<file path="src/fpa_pkg.sv">
package fpa_pkg;

   localparam int DATA_WIDTH_DEF = 32;
   localparam int FRAC_BITS_DEF  = 8;
   localparam int OP_WIDTH       = 3;

   localparam logic [OP_WIDTH-1:0] OP_ADD = 3'd0;
   localparam logic [OP_WIDTH-1:0] OP_SUB = 3'd1;
   localparam logic [OP_WIDTH-1:0] OP_MUL = 3'd2;
   localparam logic [OP_WIDTH-1:0] OP_DIV = 3'd3;
   localparam logic [OP_WIDTH-1:0] OP_MIN = 3'd4;
   localparam logic [OP_WIDTH-1:0] OP_MAX = 3'd5;
   localparam logic [OP_WIDTH-1:0] OP_INC = 3'd6;
   localparam logic [OP_WIDTH-1:0] OP_DEC = 3'd7;

   typedef struct packed {
      logic [OP_WIDTH-1:0] op;
      logic                neg;
      logic                a_neg;
      logic                a_zero;
      logic                b_zero;
      logic                lt;
      logic                eq;
      logic                gt;
      logic                ovf;
   } fpa_ctl_type;

endpackage

</file>
<file path="src/fpa_finish.sv">
module fpa_finish #(
   parameter int DATA_WIDTH = fpa_pkg::DATA_WIDTH_DEF,
   parameter int FRAC_BITS  = fpa_pkg::FRAC_BITS_DEF
) (
   input  logic                              clock,
   input  logic                              reset,
   input  logic                              in_valid,
   output logic                              in_ready,
   input  fpa_pkg::fpa_ctl_type              in_ctl,
   input  logic [DATA_WIDTH-1:0]             in_r,
   input  logic [DATA_WIDTH-1:0]             in_d,
   input  logic [DATA_WIDTH-1:0]             in_rem,
   input  logic [DATA_WIDTH+FRAC_BITS-1:0]   in_nq,
   output logic                              rsp_valid,
   input  logic                              rsp_stall,
   output logic [DATA_WIDTH-1:0]             rsp_result,
   output logic                              rsp_a_less,
   output logic                              rsp_a_equal,
   output logic                              rsp_a_greater,
   output logic                              rsp_overflowed,
   output logic                              rsp_divide_by_zero
);
   localparam int W  = DATA_WIDTH;
   localparam int QW = DATA_WIDTH + FRAC_BITS;
   localparam logic [W-1:0] MAX_VAL = {1'b0, {(W-1){1'b1}}};
   localparam logic [W-1:0] MIN_VAL = {1'b1, {(W-1){1'b0}}};

   logic         valid_ff;
   logic [W-1:0] result_ff, result_in;
   logic         lt_ff, eq_ff, gt_ff, ovf_ff, ovf_in, dz_ff, dz_in;
   logic         up;
   logic [QW:0]  qr, lim;
   logic         qsat;
   logic [W-1:0] qmag;

   always_comb begin
      // round half away from zero on the remainder
      up   = {in_rem, 1'b0} >= {1'b0, in_d};
      qr   = {1'b0, in_nq} + (QW+1)'(up);
      lim  = (QW+1)'(MAX_VAL) + (QW+1)'(in_ctl.neg);
      qsat = qr > lim;
      qmag = qr[W-1:0];
      result_in = in_r;
      ovf_in    = in_ctl.ovf;
      dz_in     = 1'b0;
      if (in_ctl.op == fpa_pkg::OP_DIV) begin
         if (in_ctl.b_zero) begin
            dz_in     = 1'b1;
            ovf_in    = !in_ctl.a_zero;
            result_in = in_ctl.a_zero ? '0 : (in_ctl.a_neg ? MIN_VAL : MAX_VAL);
         end else begin
            ovf_in    = qsat;
            result_in = qsat ? (in_ctl.neg ? MIN_VAL : MAX_VAL)
                             : (in_ctl.neg ? W'(-qmag) : qmag);
         end
      end
   end

   assign in_ready = !valid_ff || !rsp_stall;

   always_ff @(posedge clock) begin
      if (reset) begin
         valid_ff <= 1'b0;
      end else if (in_ready) begin
         valid_ff <= in_valid;
      end
      if (in_ready) begin
         result_ff <= result_in;
         lt_ff     <= in_ctl.lt;
         eq_ff     <= in_ctl.eq;
         gt_ff     <= in_ctl.gt;
         ovf_ff    <= ovf_in;
         dz_ff     <= dz_in;
      end
   end

   assign rsp_valid          = valid_ff;
   assign rsp_result         = result_ff;
   assign rsp_a_less         = lt_ff;
   assign rsp_a_equal        = eq_ff;
   assign rsp_a_greater      = gt_ff;
   assign rsp_overflowed     = ovf_ff;
   assign rsp_divide_by_zero = dz_ff;

endmodule

</file>
<file path="config.mk">
export PLATFORM = sky130hd
export DESIGN_NAME = fpa_finish
export DESIGN_NICKNAME = d
export VERILOG_FILES = /design/src/fpa_pkg.sv /design/src/fpa_finish.sv
export SDC_FILE = /design/constraint.sdc
export NUM_CORES = 1
export LEC_CHECK = 0
export BUFFER_PORTS_ARGS = -buffer_cell sky130_fd_sc_hd__clkbuf_2
export CAP_MARGIN = 20
export CORE_UTILIZATION = 45
export CTS_CLUSTER_SIZE = 12
export DETAILED_ROUTE_END_ITERATION = 6
export PLACE_DENSITY = 0.8
export REMOVE_ABC_BUFFERS = 1
export SLEW_MARGIN = 20
export SYNTH_ARGS = -nofsm -noshare
export SYNTH_HDL_FRONTEND = slang
export SYNTH_SLANG_ARGS = --single-unit
</file>
<file path="constraint.sdc">
create_clock -name clock -period 9.5 [get_ports clock]
set_clock_uncertainty 0.15 [all_clocks]
set_input_delay 1.9 -clock clock [delete_from_list [all_inputs] [get_ports clock]]
set_output_delay 1.9 -clock clock [all_outputs]
set_load 0.02 [all_outputs]
</file>
==> results.py <==
metrics = {
    "status": {
        "status": "finished clean",
    },
    "worst_setup_path": {
        "r2r-end": "rsp_result[30]$_DFFE_PP_",
        "cp_slowest_stage_delay_ps": 560,
        "reg2reg_slack_ps": 8170,
        "criticalPathCategory": "in2reg",
        "crit_slowest_cell": "nor2b_1",
        "critPathCapture": "rsp_result[23]$_DFFE_PP_",
        "cp_max_fo": 11,
        "startpoint": "in_d[1]",
        "ff2ff_path_depth": 2,
        "startpoint_type": "input pin",
        "crit_arrival_ps": 8610,
        "worst_r2r_startpoint": "rsp_valid$_SDFFE_PP0P_",
        "crit_required_ps": 9490,
        "cp-end-kind": "flop",
    },
    "synth": {
        "synth_edf_count": 37,
        "netlist_top_cells_area": "edfxtp_1, ha_1, a21oi_1",
        "synth_cells": 724,
        "synth_area_um2": 5689,
        "avgSynthCellArea_um2": 7.858,
        "ys_seq_area_share_pct": 19.88,
        "synth-main-ff-cell": "edfxtp_1",
        "async_flop_share_pct": 0,
        "ys_types": 69,
        "synth_top_cell_area_share_pct": 19.53,
        "synth-seq-cells": 38,
        "yosys.area.top_type": "edfxtp_1",
        "yosysWarnings": 0,
    },
    "pwr": {
        "power.leakage_nw": 3.190,
        "peakVddDrop_uv": 92.34,
        "power_density_nw_per_um2": 95.92,
    },
    "clock_tree": {
        "cts_buffers": 5,
        "cts_buffer_depth": 2,
        "cts_resized": 0,
        "cts-htree-levels": 2,
        "cts_tree": "done",
        "clock-sinks": 38,
        "hold_buffers": 0,
        "clockRootBuffer": "clkbuf_16",
        "clkLatencyLatePin_ps": 280,
        "clkTransAtPathRegs_ps": 60,
        "post_cts_buffers": 0,
    },
    "placed_design": {
        "place_ws_ps": 709.8,
        "dp_hpwl_um": 13280,
        "placedCellCount": 1050,
        "placed_area_um2": 6748,
        "gp_congestion": 0.9259,
        "port_buffers": 189,
    },
    "die": {
        "die_area_um2": 13100,
        "num_rows": 40,
        "core_um2": 12160,
        "initial_core_util_pct": 46.78,
        "die_width_um": 114.4,
        "io_pins": 190,
        "die_h_um": 114.4,
    },
    "run": {
        "cap_violations": 0,
    },
    "sta": {
        "period_needed_ps": 8614,
        "setup_slack_ps": 886.5,
        "relSlewSlack_pct": 32.89,
        "period_share_pct": 90.67,
        "timing.final.max_slew_violations": 0,
        "final.setup.tns_ps": 0,
        "final_hold_viol_count": 0,
        "fmax_mhz": 116.1,
        "setup_viol": 0,
        "worst_pin_slew_ps": 999.0,
        "rsz0062_at_grt": "no",
    },
    "global_route": {
        "antenna_found_initial": 0,
        "grt_pass1_vias": 5384,
        "grt_first_pass_wirelength_um": 26590,
        "grt_usage_pct": 25.53,
        "grt_max_degree": 74,
        "gr-total-overflow": 0,
    },
    "detailed_routing": {
        "drc": 0,
        "ant_nets": 0,
        "drt_iter0_drc": 504,
        "post_drt_wl_per_cell_um": 15.99,
        "vias_per_cell": 5.792,
        "totalWireLength_um": 16920,
        "first_pass_iters": 5,
        "via_count": 6128,
    },
    "finish": {
        "nNetsFinal": 1106,
        "synthToLayoutAreaGrowth_pct": 22.10,
        "instances_no_fill": 1058,
        "layout-drive-gt1-share_pct": 25.96,
        "insertedDiodeCount": 0,
        "design_area_um2": 6947,
    },
    "worst_hold_path": {
        "min_path_type": "reg2reg",
    },
}
-- registers in the layout (all words and copies together), names as in the netlist --
name                flops
rsp_result             32
rsp_divide_by_zero      1
rsp_a_equal             1
rsp_valid               1
rsp_a_greater           1
rsp_a_less              1
rsp_overflowed          1
-- Yosys cell counts, drive strengths merged (5+ instances only) --
master,count
o31ai,5
nand2,54
xnor2,20
nor2b,9
nand2b,5
or3,5
nor3,26
edfxtp,37
inv,59
xor2,13
o22a,11
a211oi,15
ha,66
nand4,27
a31oi,7
o21a,6
nor3b,5
o32a,5
mux2i,14
a21oi,66
o21ai,31
o211ai,6
and2,7
a21o,21
and4,9
nor4,14
clkbuf,22
and3,11
nand3,35
nor2,55
buf,15
-- area by class of cell --
type,count,area (µm²)
Fill cell,1146,5215
Multi-Input combinational cell,589,4178
Sequential cell,38,1131
Timing Repair Buffer,195,1003
Inverter,60,225.2
Tap cell,168,210.2
Clock buffer,6,138.9
Clock inverter,2,60.06
-- metrics by stage --
| stage | hold slack, ps | power [W] | util (%) |
|---|---|---|---|
| after floorplan | 439.0 | 0.0003432 | - |
| after global placement | 369.4 | 0.0004328 | 55.48 |
| after detailed placement | 381.3 | 0.0004369 | 55.48 |
| after CTS | 391.4 | 0.0006682 | 57.12 |
| after global routing | 445.6 | 0.0007006 | 57.12 |
| final | 387.6 | 0.0006663 | 57.12 |
-- metal layers --
metal / vias to the layer above / GRT usage [%] / wire [µm]
li1: 3046 / - / -
met1: 2777 / 34.08 / 7404
met2: 282 / 43.19 / 7883
met3: 23 / 3.176 / 1339
met4: 0 / 7.186 / 294
met5: - / 0 / 0
-- cell usage in the layout, fill, tap and decap left out, drive strengths merged, types with 14 or more instances in the layout --
cell,count
a211oi,15
a21o,21
a21oi,66
clkbuf,195
edfxtp,37
ha,66
inv,59
mux2i,14
nand2,54
nand3,35
nand4,27
nor2,55
nor3,26
nor4,14
o21ai,31
xnor2,20
-- critical path: cells and delay by family --
kind            cells  cell delay (ps)
fa+ha+maj           4             1270
compound gates     15             2480
xor+xnor            1              400
simple gates        7             2160
buf+inv             3              370
-- power by group --
part / leakage (nW) / internal, W / switching (W)
sequential: 0.391 / 0.000201 / 0.00000383
clock: 0.0971 / 0.000158 / 0.0000731
combinational: 2.70 / 0.0000932 / 0.000137
total: 3.19 / 0.000452 / 0.000214
-- worst min path at each step --
stage                     cells after the start  slack, ps                      to                    from
final                                         2        390  rsp_valid$_SDFFE_PP0P_  rsp_valid$_SDFFE_PP0P_
after CTS                                     2        390  rsp_valid$_SDFFE_PP0P_  rsp_valid$_SDFFE_PP0P_
after global routing                          2        450  rsp_valid$_SDFFE_PP0P_  rsp_valid$_SDFFE_PP0P_
after floorplan                               2        440  rsp_valid$_SDFFE_PP0P_  rsp_valid$_SDFFE_PP0P_
after global placement                        2        370  rsp_valid$_SDFFE_PP0P_  rsp_valid$_SDFFE_PP0P_
after detailed placement                      2        380  rsp_valid$_SDFFE_PP0P_  rsp_valid$_SDFFE_PP0P_
-- cells by family after synthesis --
group           Yosys count  synth area share (%)
simple gates            276                 27.78
compound gates          199                 23.25
buf+inv                  97                 6.840
fa+ha+maj                66                 14.52
flops                    38                 19.88
xor+xnor                 33                 5.080
mux                      15                 2.661
Power figures use the tool's default switching activity.
