`config.mk`:
```
export PLATFORM = sky130hd
export DESIGN_NAME = fpa_front
export DESIGN_NICKNAME = d
export VERILOG_FILES = /design/src/fpa_pkg.sv /design/src/fpa_front.sv
export SDC_FILE = /design/constraint.sdc
export NUM_CORES = 2
export LEC_CHECK = 0
export BUFFER_PORTS_ARGS = -buffer_cell sky130_fd_sc_hd__buf_2
export CORE_UTILIZATION = 42
export DETAILED_ROUTE_END_ITERATION = 12
export HOLD_SLACK_MARGIN = 0.06
export PLACE_DENSITY = 0.57
export SYNTH_ARGS = -nofsm -noshare
export SYNTH_HDL_FRONTEND = slang
export SYNTH_SLANG_ARGS = --single-unit
```
`constraint.sdc`:
```
create_clock -name clock -period 24.5 [get_ports clock]
set_input_delay 2.45 -clock clock [delete_from_list [all_inputs] [get_ports clock]]
set_output_delay 2.45 -clock clock [all_outputs]
set_load 0.01 [all_outputs]
```
`src/fpa_pkg.sv`:
```
package fpa_pkg;

   localparam int DATA_WIDTH_DEF = 32;
   localparam int FRAC_BITS_DEF  = 8;
   localparam int OP_WIDTH       = 3;

   localparam logic [OP_WIDTH-1:0] OP_ADD = 3'd0;
   localparam logic [OP_WIDTH-1:0] OP_SUB = 3'd1;
   localparam logic [OP_WIDTH-1:0] OP_MUL = 3'd2;
   localparam logic [OP_WIDTH-1:0] OP_DIV = 3'd3;
   localparam logic [OP_WIDTH-1:0] OP_MIN = 3'd4;
   localparam logic [OP_WIDTH-1:0] OP_MAX = 3'd5;
   localparam logic [OP_WIDTH-1:0] OP_INC = 3'd6;
   localparam logic [OP_WIDTH-1:0] OP_DEC = 3'd7;

   typedef struct packed {
      logic [OP_WIDTH-1:0] op;
      logic                neg;
      logic                a_neg;
      logic                a_zero;
      logic                b_zero;
      logic                lt;
      logic                eq;
      logic                gt;
      logic                ovf;
   } fpa_ctl_type;

endpackage

```
`src/fpa_front.sv`:
```
module fpa_front #(
   parameter int DATA_WIDTH = fpa_pkg::DATA_WIDTH_DEF,
   parameter int FRAC_BITS  = fpa_pkg::FRAC_BITS_DEF
) (
   input  logic                              clock,
   input  logic                              reset,
   input  logic                              req_valid,
   output logic                              req_stall,
   input  logic [fpa_pkg::OP_WIDTH-1:0]      req_op,
   input  logic [DATA_WIDTH-1:0]             req_operand_a,
   input  logic [DATA_WIDTH-1:0]             req_operand_b,
   output logic                              out_valid,
   input  logic                              out_ready,
   output fpa_pkg::fpa_ctl_type              out_ctl,
   output logic [DATA_WIDTH-1:0]             out_r,
   output logic [DATA_WIDTH-1:0]             out_d,
   output logic [DATA_WIDTH-1:0]             out_rem,
   output logic [DATA_WIDTH+FRAC_BITS-1:0]   out_nq
);
   localparam int W  = DATA_WIDTH;
   localparam int F  = FRAC_BITS;
   localparam logic [W-1:0] MAX_VAL = {1'b0, {(W-1){1'b1}}};
   localparam logic [W-1:0] MIN_VAL = {1'b1, {(W-1){1'b0}}};
   localparam logic [2*W:0] HALF    = (2*W+1)'(1) << (F-1);

   // stage 1: operand capture
   logic                         s1_valid_ff;
   logic [fpa_pkg::OP_WIDTH-1:0] s1_op_ff;
   logic [W-1:0]                 s1_a_ff, s1_b_ff;
   // stage 2: magnitudes, product, simple ops
   logic                         s2_valid_ff;
   fpa_pkg::fpa_ctl_type         s2_ctl_ff, s2_ctl_in;
   logic [W-1:0]                 s2_r_ff, s2_r_in;
   logic [2*W-1:0]               s2_prod_ff, s2_prod_in;
   logic [W-1:0]                 s2_na_ff, s2_na_in, s2_nb_ff, s2_nb_in;
   // stage 3: product rounding, divider seed
   logic                         s3_valid_ff;
   fpa_pkg::fpa_ctl_type         s3_ctl_ff, s3_ctl_in;
   logic [W-1:0]                 s3_r_ff, s3_r_in;
   logic [W-1:0]                 s3_d_ff;
   logic [W+F-1:0]               s3_nq_ff;

   logic rdy1, rdy2, rdy3;
   logic [W:0] sum_in, dif_in, inc_in, dec_in, sel_s;
   logic       use_sat;
   logic [2*W:0] rnd, shr, lim;
   logic         msat;
   logic [W-1:0] mmag, mres;

   assign rdy3      = !s3_valid_ff || out_ready;
   assign rdy2      = !s2_valid_ff || rdy3;
   assign rdy1      = !s1_valid_ff || rdy2;
   assign req_stall = !rdy1;

   always_comb begin
      s2_na_in   = s1_a_ff[W-1] ? W'(-s1_a_ff) : s1_a_ff;
      s2_nb_in   = s1_b_ff[W-1] ? W'(-s1_b_ff) : s1_b_ff;
      s2_prod_in = {{W{1'b0}}, s2_na_in} * {{W{1'b0}}, s2_nb_in};
      sum_in = {s1_a_ff[W-1], s1_a_ff} + {s1_b_ff[W-1], s1_b_ff};
      dif_in = {s1_a_ff[W-1], s1_a_ff} - {s1_b_ff[W-1], s1_b_ff};
      inc_in = {s1_a_ff[W-1], s1_a_ff} + (W+1)'(1);
      dec_in = {s1_a_ff[W-1], s1_a_ff} - (W+1)'(1);
      s2_ctl_in        = '0;
      s2_ctl_in.op     = s1_op_ff;
      s2_ctl_in.a_neg  = s1_a_ff[W-1];
      s2_ctl_in.neg    = s1_a_ff[W-1] ^ s1_b_ff[W-1];
      s2_ctl_in.a_zero = (s1_a_ff == '0);
      s2_ctl_in.b_zero = (s1_b_ff == '0);
      s2_ctl_in.lt     = $signed(s1_a_ff) < $signed(s1_b_ff);
      s2_ctl_in.eq     = (s1_a_ff == s1_b_ff);
      s2_ctl_in.gt     = $signed(s1_a_ff) > $signed(s1_b_ff);
      sel_s   = sum_in;
      use_sat = 1'b0;
      s2_r_in = '0;
      unique case (s1_op_ff)
         fpa_pkg::OP_ADD: begin
            sel_s = sum_in;
            use_sat = 1'b1;
         end
         fpa_pkg::OP_SUB: begin
            sel_s = dif_in;
            use_sat = 1'b1;
         end
         fpa_pkg::OP_INC: begin
            sel_s = inc_in;
            use_sat = 1'b1;
         end
         fpa_pkg::OP_DEC: begin
            sel_s = dec_in;
            use_sat = 1'b1;
         end
         fpa_pkg::OP_MIN: s2_r_in = s2_ctl_in.gt ? s1_b_ff : s1_a_ff;
         fpa_pkg::OP_MAX: s2_r_in = s2_ctl_in.gt ? s1_a_ff : s1_b_ff;
         default: s2_r_in = '0;
      endcase
      if (use_sat) begin
         // sign bits disagree when the exact result left the range
         s2_ctl_in.ovf = sel_s[W] ^ sel_s[W-1];
         s2_r_in = s2_ctl_in.ovf ? (sel_s[W] ? MIN_VAL : MAX_VAL) : sel_s[W-1:0];
      end
   end

   always_comb begin
      rnd  = {1'b0, s2_prod_ff} + HALF;
      shr  = rnd >> F;
      lim  = (2*W+1)'(MAX_VAL) + (2*W+1)'(s2_ctl_ff.neg);
      msat = shr > lim;
      mmag = shr[W-1:0];
      mres = s2_ctl_ff.neg ? W'(-mmag) : mmag;
      s3_ctl_in = s2_ctl_ff;
      s3_r_in   = s2_r_ff;
      if (s2_ctl_ff.op == fpa_pkg::OP_MUL) begin
         s3_ctl_in.ovf = msat;
         s3_r_in = msat ? (s2_ctl_ff.neg ? MIN_VAL : MAX_VAL) : mres;
      end
   end

   always_ff @(posedge clock) begin
      if (reset) begin
         s1_valid_ff <= 1'b0;
         s2_valid_ff <= 1'b0;
         s3_valid_ff <= 1'b0;
      end else begin
         if (rdy1) s1_valid_ff <= req_valid;
         if (rdy2) s2_valid_ff <= s1_valid_ff;
         if (rdy3) s3_valid_ff <= s2_valid_ff;
      end
      if (rdy1) begin
         s1_op_ff <= req_op;
         s1_a_ff  <= req_operand_a;
         s1_b_ff  <= req_operand_b;
      end
      if (rdy2) begin
         s2_ctl_ff  <= s2_ctl_in;
         s2_r_ff    <= s2_r_in;
         s2_prod_ff <= s2_prod_in;
         s2_na_ff   <= s2_na_in;
         s2_nb_ff   <= s2_nb_in;
      end
      if (rdy3) begin
         s3_ctl_ff <= s3_ctl_in;
         s3_r_ff   <= s3_r_in;
         s3_d_ff   <= s2_nb_ff;
         s3_nq_ff  <= {s2_na_ff, {F{1'b0}}};
      end
   end

   assign out_valid = s3_valid_ff;
   assign out_ctl   = s3_ctl_ff;
   assign out_r     = s3_r_ff;
   assign out_d     = s3_d_ff;
   assign out_rem   = '0;
   assign out_nq    = s3_nq_ff;

endmodule

```
==> impl_metrics.json <==
{
  "run_status": "finished clean",
  "synth_seq_area_share_pct": 19.6,
  "yosys_most_used_dff": "edfxtp_1",
  "yosys_warnings": 0,
  "yosysTopAreaCellShare_pct": 34.5,
  "rsz0062_at_grt": "false",
  "portBuffers": 179,
  "grt_max_degree": 73,
  "yosys.area.top_type": "fa_1",
  "cts.sinks": 341,
  "cts_setup_buffers": 0,
  "die_w_microns": 354,
  "vias": 41100,
  "drt_iter0_drc": 3737,
  "fillCellCount": 11900,
  "floorplan.initialDensity_pct": 42.6,
  "ys_seq_elements": 341,
  "finalMaxSlewViolations": 0,
  "hold_viol_final": 0,
  "setup_viol": 0,
  "fin_crit_sh_pct": 51.1,
  "cts_tree": "built",
  "r2r-start": "s1_a_ff[4]",
  "final.min_clock_period_ns": 12.52,
  "synth_edf_count": 338,
  "cts_buffers": 43,
  "firstDrtPassIters": 6,
  "grtUsageTotal_pct": 28.7,
  "relSlewSlack_pct": 14.4,
  "cp-startpoint": "s1_a_ff[4]",
  "die_h_microns": 354,
  "cts-resized-gates": 0,
  "routabilityCongestion": 0.933,
  "drive_gt1_share_pct": 7.70,
  "hpwl_mm": 137,
  "min_from": "s2_ctl_ff[3]",
  "fin_nets": 7013,
  "hp-class": "flip-flop to flip-flop",
  "via_per_inst": 5.59,
  "max_stage_delay_ns": 0.90,
  "critPathMostFrequentCell": "fa_1",
  "synth-compound-area-share_pct": 7.89,
  "netlist_instances": 5610,
  "cts.clk_slew.worst_paths_ns": 0.07,
  "worst_ep_arrival_time_ns": 12.89,
  "synthTopCellsByArea": "fa_1, edfxtp_1, ha_1",
  "ios": 220,
  "fmax_mhz": 79.9,
  "synth_xor_area_share_pct": 3.95,
  "grt_pass1_wl_mm": 266,
  "ant_nets": 0,
  "synthesis.area_sq_um": 52100,
  "worst_setup_path_start_kind": "flip-flop",
  "skew_ns": 0.0509,
  "clkLatencyLatePin_ns": 0.67,
  "clockBufferDepth": 3,
  "core_area_sq_um": 122000,
  "synth_mux_area_share_pct": 0.762,
  "h-tree-depth": 2,
  "cp_data_required_time_ns": 24.86,
  "critical_path_class": "flip-flop to flip-flop",
  "finalSetupTns_ns": 0,
  "async_reset_ff_share_pct": 0,
  "wl_mm": 178,
  "synth-simple-area-share_pct": 14.3,
  "num_rows": 128,
  "worstSetupEndpointType": "flip-flop",
  "root_buffer": "clkbuf_16",
  "cp_slowest_cell": "xor2_1",
  "wl_per_cell_microns": 24.3,
  "syn2layout_area_growth_pct": 8.57,
  "drv_cap": 0,
  "drc": 0,
  "synth_top_family_by_area": "adder cells",
  "grt_overflow_total": 0,
  "ctsHoldBuffers": 0,
  "grt_pass1_vias": 41500,
  "die_area_sq_um": 125000,
  "ys_types": 83,
  "antenna_found_initial": 11,
  "avgSynthCellArea_sq_um": 9.28,
  "critPathMaxFanout": 10,
  "synth_fa_ha_area_share_pct": 43.2,
  "worst_slew_pin_slew_ns": 1.28
}
## logic make-up (layout without fill, tap and decap cells)
kind of cell / after synthesis / count (layout)
XOR/XNOR: 235 / 235
AND/OR/NAND/NOR: 1720 / 1720
buffers and inverters: 1386 / 1454
AO/OA/AOI/OAI: 630 / 630
adder cells (fa/ha/maj): 1258 / 1258
flip-flops: 341 / 341
multiplexers: 39 / 39
other: 1 / 43
## worst max-delay path, delay by kind of cell, from the launching register on
family	cells	cell delay, ns
AOI/OAI and AO/OA	7	2.48
xor gates and xnor gates	1	0.90
adders and majority gates	9	4.30
buffers and inverters	6	0.75
DFF	1	0.59
and+or+nand+nor	11	3.16
## worst paths after layout
check / slack (ns) / endpoint / cells past startpoint
worst max register to register: 11.98 / s2_prod_ff[63] / 34
worst min-delay path: 0.39 / out_ctl[3] / 0
worst max-delay path: 11.98 / s2_prod_ff[63] / 34
worst min register to register: 0.39 / out_ctl[3] / 0
## cells in the mapped netlist (7+ instances only)
cell,instances
a221oi_1,11
xor2_1,85
o21a_1,22
or2_2,9
mux2i_1,34
nand3_1,78
clkinv_1,15
nor2_1,697
nand2b_1,31
fa_1,897
buf_4,43
o221a_2,13
a211oi_1,21
edfxtp_1,338
a41oi_1,10
or4_1,12
nor2b_1,21
nand4_1,58
a21o_1,78
or3_1,28
o221ai_1,22
and2_1,37
o21ai_0,120
ha_1,361
o21bai_1,11
o2111ai_1,7
and3_1,25
nand2_1,601
buf_2,8
o211ai_1,15
xnor2_1,150
o22ai_1,7
a21oi_1,185
clkbuf_1,233
and4_1,10
a211o_1,8
inv_1,1077
nor3_1,67
nor4_1,23
o31ai_1,17
a31oi_1,30
## cells in the final DEF, fill, tap and decap left out, types with 37 or more instances in the layout
master and count:
inv_1 1076, fa_1 897, nor2_1 696, nand2_1 600
ha_1 361, edfxtp_1 338, a21oi_1 185, buf_2 179
o21ai_0 120, xnor2_1 120, buf_4 102, a21o_1 78
nand3_1 76, xor2_1 74, nor3_1 65, nand4_1 58
clkbuf_16 43, conb_1 40, and2_1 37
## state kept, by name, summed over array words and instances, names as in the netlist
signal and flops:
out_ctl 11, out_d 32, out_nq 32, out_r 32, out_valid 1, s1_a_ff 32
s1_b_ff 32, s1_op_ff 3, s1_valid_ff 1, s2_ctl_ff 11, s2_na_ff 32, s2_nb_ff 32
s2_prod_ff 57, s2_r_ff 32, s2_valid_ff 1
## stage by stage
stage	cell area [sq um]	cells	worst slack, ns	utilization [%]	hold WS [ns]
detailed placement	55100	7264	12.33	45.0	0.405
global route	56500	7343	11.52	46.2	0.416
finish	56500	7345	11.98	46.2	0.392
CTS	56500	7342	12.22	46.2	0.389
global placement	55100	7264	12.35	45.0	0.402
floorplan	52200	5649	14.35	-	0.400
## layout make-up
type	count	area [sq um]	share of cell area (%)
multi-input cells	3922	37100	65.5
flip-flops and latches	341	10200	18.1
inverters	1095	4120	7.28
well taps	1625	2030	3.60
repair buffers	281	1660	2.94
clock buffers	50	1100	1.95
clock inverters	28	349	0.617
diodes	3	7.51	0.0133
## metal layers
| layer | vias to the layer above | GRT usage [%] | wire, microns |
|---|---|---|---|
| li1 | 17800 | - | - |
| met1 | 21100 | 38.5 | 72600 |
| met2 | 1826 | 46.1 | 82300 |
| met3 | 387 | 5.22 | 15300 |
| met4 | 2 | 11.2 | 8090 |
| met5 | - | 0 | 11 |
Power is not shown: default switching activity piles up to over one toggle a cycle in this logic, so the estimate is an artifact.
