File: src/fpa_pkg.sv
package fpa_pkg;

   localparam int DATA_WIDTH_DEF = 32;
   localparam int FRAC_BITS_DEF  = 8;
   localparam int OP_WIDTH       = 3;

   localparam logic [OP_WIDTH-1:0] OP_ADD = 3'd0;
   localparam logic [OP_WIDTH-1:0] OP_SUB = 3'd1;
   localparam logic [OP_WIDTH-1:0] OP_MUL = 3'd2;
   localparam logic [OP_WIDTH-1:0] OP_DIV = 3'd3;
   localparam logic [OP_WIDTH-1:0] OP_MIN = 3'd4;
   localparam logic [OP_WIDTH-1:0] OP_MAX = 3'd5;
   localparam logic [OP_WIDTH-1:0] OP_INC = 3'd6;
   localparam logic [OP_WIDTH-1:0] OP_DEC = 3'd7;

   typedef struct packed {
      logic [OP_WIDTH-1:0] op;
      logic                neg;
      logic                a_neg;
      logic                a_zero;
      logic                b_zero;
      logic                lt;
      logic                eq;
      logic                gt;
      logic                ovf;
   } fpa_ctl_type;

endpackage

File: src/fpa_div_cell.sv
module fpa_div_cell #(
   parameter int DATA_WIDTH = fpa_pkg::DATA_WIDTH_DEF,
   parameter int FRAC_BITS  = fpa_pkg::FRAC_BITS_DEF
) (
   input  logic                              clock,
   input  logic                              reset,
   input  logic                              in_valid,
   output logic                              in_ready,
   input  fpa_pkg::fpa_ctl_type              in_ctl,
   input  logic [DATA_WIDTH-1:0]             in_r,
   input  logic [DATA_WIDTH-1:0]             in_d,
   input  logic [DATA_WIDTH-1:0]             in_rem,
   input  logic [DATA_WIDTH+FRAC_BITS-1:0]   in_nq,
   output logic                              out_valid,
   input  logic                              out_ready,
   output fpa_pkg::fpa_ctl_type              out_ctl,
   output logic [DATA_WIDTH-1:0]             out_r,
   output logic [DATA_WIDTH-1:0]             out_d,
   output logic [DATA_WIDTH-1:0]             out_rem,
   output logic [DATA_WIDTH+FRAC_BITS-1:0]   out_nq
);
   localparam int W  = DATA_WIDTH;
   localparam int QW = DATA_WIDTH + FRAC_BITS;

   logic                 valid_ff;
   fpa_pkg::fpa_ctl_type ctl_ff;
   logic [W-1:0]         r_ff, d_ff, rem_ff, rem_in;
   logic [QW-1:0]        nq_ff, nq_in;
   logic [W:0]           rem_sh, diff;
   logic                 ge;

   // one restoring step: numerator bit shifts out the top, quotient bit in the bottom
   always_comb begin
      rem_sh = {in_rem, in_nq[QW-1]};
      diff   = rem_sh - {1'b0, in_d};
      ge     = rem_sh >= {1'b0, in_d};
      rem_in = ge ? diff[W-1:0] : rem_sh[W-1:0];
      nq_in  = {in_nq[QW-2:0], ge};
   end

   assign in_ready = !valid_ff || out_ready;

   always_ff @(posedge clock) begin
      if (reset) begin
         valid_ff <= 1'b0;
      end else if (in_ready) begin
         valid_ff <= in_valid;
      end
      if (in_ready) begin
         ctl_ff <= in_ctl;
         r_ff   <= in_r;
         d_ff   <= in_d;
         rem_ff <= rem_in;
         nq_ff  <= nq_in;
      end
   end

   assign out_valid = valid_ff;
   assign out_ctl   = ctl_ff;
   assign out_r     = r_ff;
   assign out_d     = d_ff;
   assign out_rem   = rem_ff;
   assign out_nq    = nq_ff;

endmodule

File: config.mk
export PLATFORM = sky130hd
export DESIGN_NAME = fpa_div_cell
export DESIGN_NICKNAME = d
export VERILOG_FILES = /design/src/fpa_pkg.sv /design/src/fpa_div_cell.sv
export SDC_FILE = /design/constraint.sdc
export NUM_CORES = 1
export LEC_CHECK = 0
export BUFFER_PORTS_ARGS = -buffer_cell sky130_fd_sc_hd__buf_2
export CAP_MARGIN = 20
export CORE_MARGIN = 8
export CORE_UTILIZATION = 51
export DETAILED_ROUTE_END_ITERATION = 12
export GPL_TIMING_DRIVEN = 0
export MAX_ROUTING_LAYER = met4
export PLACE_DENSITY_LB_ADDON = 0.3
export SLEW_MARGIN = 10
export SYNTH_ARGS = -nofsm -noshare
export SYNTH_HDL_FRONTEND = slang
export SYNTH_SLANG_ARGS = --single-unit
File: constraint.sdc
create_clock -name clock -period 9.9 [get_ports clock]
set_input_delay 0.99 -clock clock [delete_from_list [all_inputs] [get_ports clock]]
set_output_delay 0.99 -clock clock [all_outputs]
set_load 0.01 [all_outputs]
==> impl_results.md, run 1 <==
- Vias per inst: 5.08
- Top post-synthesis cells by area: edfxtp_1 67%, ha_1 6.0%, a21oi_1 4.2%
- Worst endpoint data arrival time: 4230 ps
- Initial antenna violation count: 7
- Post-synth top cells: 147 x edfxtp_1, 56 x a21oi_1, 39 x inv_1
- Starting Density: 52.4%
- Routed length per instance: 19.6 um
- P_sw: 0.448 mW
- Synth Cell Area: 6640 sq um
- FP Rows: 41
- Final setup fails: 0
- Die footprint: 16900 sq um
- Hold EP: out_valid
- Gr usage total: 23.4%
- Gpl congestion: 0.869
- Worst path buffer plus inverter count: 4
- Setup TNS: 0 ps
- Path depth of the worst reg2reg path: 3
- Worst r2r src: out_valid
- Post-synth top flop: edfxtp_1
- RSZ-0062 raised after global routing: no
- Slew Limit Fails: 0
- Flop pwr share: 46.8%
- Peak per-stage delay on the critical path: 530 ps
- Grt ovf: 0
- CTS tree: built
- Yosys warns: 0
- Dpl hpwl: 15700 um
- Nature of the critical path endpoint: flip-flop
- CTS root buf: clkbuf_16
- Clock Power Share: 34.7%
- First-pass GRT wire length: 28600 um
- Worst Path Max Fanout: 10
- Final net count: 996
- Slowest cell on the critical path: o31ai_4
- Worst endpoint required time: 10060 ps
- Die X: 130 um
- Cell Area, Placed: 8400 sq um
- Status: complete, no violations
- Min cycle time layout: 4060 ps
- Post-synth top area share: 66.5%
- Pre-CTS worst setup slack: 5390 ps
- Violation count after the first detailed-route iteration: 285
- Fin. Hold Viols: 0
- Worst-path clk slew: 60 ps
- Delay-heaviest family, CP: compound AO/OA/AOI/OAI gates
- Slew HR: 63.5%
- Final clock period utilization by the worst path: 41.0%
- Combinational Power Share: 18.5%
- Post-synthesis cell count: 492
- Pwr/cell area: 185 nW/um^2
- Setup Buffers After CTS: 0
- Detailed Route WL: 19700 um
- Post-route DRC: 0
- Avg Inst Size Synth: 13.5 sq um
- Yosys reg bits: 148
- Yosys top cell by area: edfxtp_1
- Fin worst setup slack: 5840 ps
- CTS Hold Bufs: 0
- Clock skew: 3.13 ps
- Switch share: 27.0%
- Layout area overhead: 34.9%
- Clock Sinks: 148
- Int Power: 1.21 mW
- Worst path cell trace: buf_2 -> inv_1 -> ha_1 -> clkbuf_1 -> nand4_1 -> or4_1 -> a21oi_1 -> nor3_1 -> a211oi_2 -> o21ai_2 -> o31ai_4 -> buf_4 -> mux2_1
- Largest net degree at the start of global routing: 68
- TritonCTS buffer count: 17
- Routed via count: 5103
- Die Y: 130 um
- I/O pin total: 300
- CTS max path bufs: 2
- Leak: 4.07 nW
- Critical path class: input port to flip-flop
- DRT antenna net count: 0
- Initial DRT Pass Iterations: 4
- Max-cap viol count: 0
- Port Buffer Count: 299
- F_max: 0.246 GHz
- Count leader, synth: edfxtp_1
- Transition time of the tightest slew-check pin: 548 ps
- Post-route cell area: 8960 sq um
- H-Tree Depth: 4
- Cts repair resizes: 0
- Startpoint types: input port
- R2r setup slk: 8110 ps
- Syn Nets: 676
- CORE AREA: 12700 sq um
- Layout cell share with drive strength beyond 1: 42.3%
- Hold Path Depth: 2
- Ys async rst share: 0%
- Vias in the first global route: 5297
- Post-synth cell types: 48
- Worst r2r dst: out_nq[31]
- Worst hold path startpoint: reset
- Worst vdd ir: 0.101 mV
- Sequential-to-total area share from yosys stat: 66.8%
- Worst min-delay path class: input port to flip-flop
- Post-synth EDFFs: 147
- Worst-Skew Late Latency: 410 ps
[layer usage]
metal	vias to the layer above	routed length, um	track usage, %
met5	-	0	-
met4	0	484	9.02
met3	25	1910	8.24
met2	201	10300	41.0
met1	2389	6980	23.6
li1	2488	-	-
[layout by cell type (no fill, tap or decap), types with 2 or more instances in the layout]
| cell type | instances |
|---|---|
| buf_2 | 303 |
| edfxtp_1 | 147 |
| a21oi_1 | 56 |
| inv_1 | 39 |
| nor2_1 | 37 |
| ha_1 | 32 |
| nand2_1 | 28 |
| clkbuf_16 | 17 |
| o21ai_0 | 15 |
| xnor2_1 | 15 |
| a21o_1 | 13 |
| xor2_1 | 12 |
| clkbuf_1 | 9 |
| diode_2 | 8 |
| nand3_1 | 8 |
| nand4_1 | 7 |
| o21a_1 | 6 |
| mux2_2 | 6 |
| clkinvlp_4 | 6 |
| o211ai_1 | 4 |
| nor4_1 | 4 |
| nand2b_1 | 4 |
| mux2_1 | 4 |
| o21bai_1 | 3 |
| buf_4 | 3 |
| a211oi_1 | 3 |
| inv_6 | 3 |
| o22ai_1 | 2 |
| nor2b_1 | 2 |
| nor3_1 | 2 |
| a211o_1 | 2 |
| a31oi_1 | 2 |
| o41ai_1 | 2 |
| and2_1 | 2 |
| mux2i_1 | 2 |
| clkinv_1 | 2 |
[worst max-delay path by stage]
| stage | end | cells after the start | startpoint | slack (ps) |
|---|---|---|---|---|
| final | out_rem[26] | 13 | in_d[16] | 5840 |
| after global routing | out_rem[23] | 13 | in_d[18] | 5590 |
| after CTS | out_rem[23] | 13 | in_d[16] | 5830 |
| after detailed placement | out_rem[13] | 13 | in_d[16] | 5390 |
| after global placement | in_ready | 3 | out_ready | 2550 |
| after floorplan | in_ready | 1 | out_ready | 4290 |
[registers in the layout, indices dropped and copies added, names as in the netlist]
signal / flops
out_rem: 32
out_ctl: 11
out_nq: 40
out_valid: 1
out_d: 32
out_r: 32
[layout make-up]
type,instances,area [sq um]
antenna,8,20.0
fill,935,3710
sequential,148,4430
timing repair buffer,301,1540
clock inverter,14,104
clock buffer,18,429
multi-input combinational,290,1990
inverter,39,146
tap,172,215
buffer,15,72.6
[power by group through the flow]
stage	clock network, mW	logic, mW	registers (mW)
2_1_floorplan	0	0.133	0.830
3_3_place_gp	0	0.297	0.793
3_5_place_dp	0	0.306	0.790
4_1_cts	0.590	0.309	0.778
5_1_grt	0.612	0.334	0.783
6_report	0.576	0.307	0.777
[metrics by stage]
step | util (%) | power, mW | instances | hold WS [ps]
floorplan | - | 0.964 | 492 | 1060
global placement | 65.9 | 1.09 | 963 | 1150
detailed placement | 66.3 | 1.10 | 965 | 970
CTS | 70.5 | 1.68 | 997 | 700
global route | 70.7 | 1.73 | 1004 | 711
finish | 70.7 | 1.66 | 1005 | 722
[kinds of logic after synthesis]
logic type,count (synthesis),share of synthesized area [%]
compound gates,119,11.3
flops,148,66.8
simple gates,99,6.75
fa+ha+maj,33,6.33
buf+inv,54,3.30
xor+xnor,27,3.56
mux,12,2.00
Power figures use the tool's default switching activity.
==> inputs of run 2 (changes only) <==
ABC_AREA = 1   (was default)
CORE_UTILIZATION = 49   (was 51)
clock period = 4.22 ns   (was 9.9 ns; I/O delays follow)
==> run 2 against run 1 <==
Critical path depth is the same. Sequential power increased by 130%. Power is 140% higher. Setup slack worse by 3700 ps. Critical endpoint is now out_rem[21]. Highest routed layer unchanged. Global-route usage is 0.079 points higher. Utilization decreased by 4.9 points. Sequential cell count stayed put. Synthesized area rose by 15%. Critical path type unchanged. Clock power grew 140%.
==> impl_results.md, run 2 <==
- Status: complete, no violations
- H-Tree Depth: 4
- CORE AREA: 15200 sq um
- Post-synth top flop: edfxtp_1
- Slew HR: 67.2%
- Met2 usage: 41.6%
- Initial DRT Pass Iterations: 5
- Vias per inst: 4.80
- Ys async rst share: 0%
- Path depth of the worst reg2reg path: 3
- Pwr Total: 4.01 mW
- Placed Cells: 1293
- Grt ovf: 0
- Routed length per instance: 17.2 um
- Leak: 5.22 nW
- Max FFs per register: 40
- RSZ-0062 raised after global routing: no
- Starting Density: 50.3%
- Dpl hpwl: 18700 um
- DRT antenna net count: 0
- Fin. Hold Viols: 0
- Nature of the critical path endpoint: flip-flop
- Largest net degree at the start of global routing: 63
- Yosys reg bits: 148
- Gr usage total: 23.5%
- Layout area overhead: 30.8%
- Post-synth cell types: 30
- Top post-synthesis cells by area: edfxtp_1 58%, nand2_1 14%, inv_1 7.4%
- GR met1 Demand/Resource: 25.0%
- Commonest non-fill, non-tap cell in the layout: buf_2
- Die Y: 141 um
- Slew Limit Fails: 0
- Cts repair resizes: 0
- CTS Hold Bufs: 0
- Routing usage on met3: 6.14%
- Non-Filler Instances: 1330
- Syn Nets: 988
- Final clock period utilization by the worst path: 50.4%
- Worst r2r dst: out_ctl[4]
- Sequential-to-total area share from yosys stat: 58.0%
- Final setup fails: 0
- Worst vdd ir: 0.247 mV
- Post-synth top cells: 277 x nand2_1, 151 x inv_1, 147 x edfxtp_1
- GRT Max-Usage Layer: met2
- I/O pin total: 300
- Hold Path Depth: 2
- Worst min-delay path class: input port to flip-flop
- Layout cell share with drive strength beyond 1: 33.1%
- R2r setup slk: 2480 ps
- CTS root buf: clkbuf_16
- Post-route cell area: 10000 sq um
- Initial antenna violation count: 5
- Post-synth EDFFs: 147
- Count leader, synth: nand2_1
- Startpoint types: input port
- CTS max path bufs: 2
- Die X: 141 um
- Routed via count: 6380
- Worst-Skew Late Latency: 420 ps
- Critical path startpoint: in_d[23]
- Clock skew: 9.75 ps
- First-pass GRT wire length: 34500 um
- Worst-path clk slew: 60 ps
- Post-route DRC: 0
- Post-synthesis cell count: 804
- Worst endpoint required time: 4390 ps
- Worst r2r src: out_valid
- Clock Sinks: 148
- Post-synth top area share: 57.7%
- CTS tree: built
- Max-cap viol count: 0
- Violation count after the first detailed-route iteration: 464
- Fill count: 1294
- Yosys warns: 0
- Worst endpoint data arrival time: 2300 ps
- Critical path endpoint: out_rem[21]
- Leading cell types in the layout, fill and taps excluded: 306 x buf_2, 276 x nand2_1, 151 x inv_1
- Vias in the first global route: 6337
- Avg Inst Size Synth: 9.51 sq um
- Setup Buffers After CTS: 0
- Detailed Route WL: 22900 um
- Final net count: 1308
- Min cycle time layout: 2130 ps
- Synth Cell Area: 7640 sq um
- Critical path class: input port to flip-flop
- Pwr/cell area: 401 nW/um^2
- Setup TNS: 0 ps
- Die footprint: 19900 sq um
- Yosys top cell by area: edfxtp_1
- FP Rows: 45
- F_max: 0.470 GHz
- TritonCTS buffer count: 17
- Worst Path Max Fanout: 10
- Cell Area, Placed: 9440 sq um
- Port Buffer Count: 299
- Transition time of the tightest slew-check pin: 491 ps
- Gpl congestion: 0.910
[run 2: cell types whose count changed after synthesis, moves of 14 or more]
cell,change
nand2_1,+249
a21oi_1,-34
nand3_1,+44
xnor2_1,-14
nand3_2,+16
inv_1,+112
[run 2: metrics by stage]
stage	utilization, %	hold WS, ps	setup WS, ps
2_1_floorplan	-	491	54.2
3_3_place_gp	61.7	580	-1570
3_5_place_dp	62.1	584	1710
4_1_cts	65.7	140	2080
5_1_grt	65.8	152	1910
6_report	65.8	154	2090
[run 2: worst min path at each step]
stage / from / endpoint / slack [ps]
after floorplan: reset / out_valid / 490
after global placement: reset / out_valid / 580
after detailed placement: reset / out_valid / 580
after CTS: reset / out_valid / 140
after global routing: reset / out_valid / 150
final: reset / out_valid / 150
[run 2: final cells by class]
type / count / area (sq um) / area share, %
Sequential cell: 148 / 4430 / 44.3
Antenna cell: 6 / 15.0 / 0.150
Clock inverter: 14 / 119 / 1.19
Buffer: 10 / 81.3 / 0.813
Multi-Input combinational cell: 492 / 2560 / 25.6
Inverter: 154 / 578 / 5.78
Clock buffer: 17 / 425 / 4.25
Timing Repair Buffer: 301 / 1550 / 15.5
Tap cell: 188 / 235 / 2.35
[run 2: logic make-up after synthesis]
logic type	count (synthesis)	synth area share, %
xor+xnor	14	1.60
compound gates	25	1.67
simple gates	420	24.6
fa+ha+maj	33	5.50
buf+inv	164	8.63
flops	148	58.0
[run 2: metal layers]
metal,part of all wire [%],vias to the layer above
met2,51,241
met3,7.3,31
li1,-,3225
met5,0,-
met4,2.1,0
met1,39,2883
[run 2: where the power goes]
group | leakage, nW | switching, mW | internal [mW] | total, mW
sequential | 1.53 | 0.0304 | 1.78 | 1.81
clock | 0.257 | 0.634 | 0.765 | 1.40
combinational | 3.43 | 0.493 | 0.302 | 0.795
[run 2: critical path, stage by stage]
cell     delay [ps]
buf_2            90
inv_1            40
ha_1            400
nand2_1         120
nor2_1          210
nand2_1         140
nor2_2          170
nand2_1          80
nand3_1         120
nor2_4           80
buf_2           210
nand3_1         130
nand2_1          80
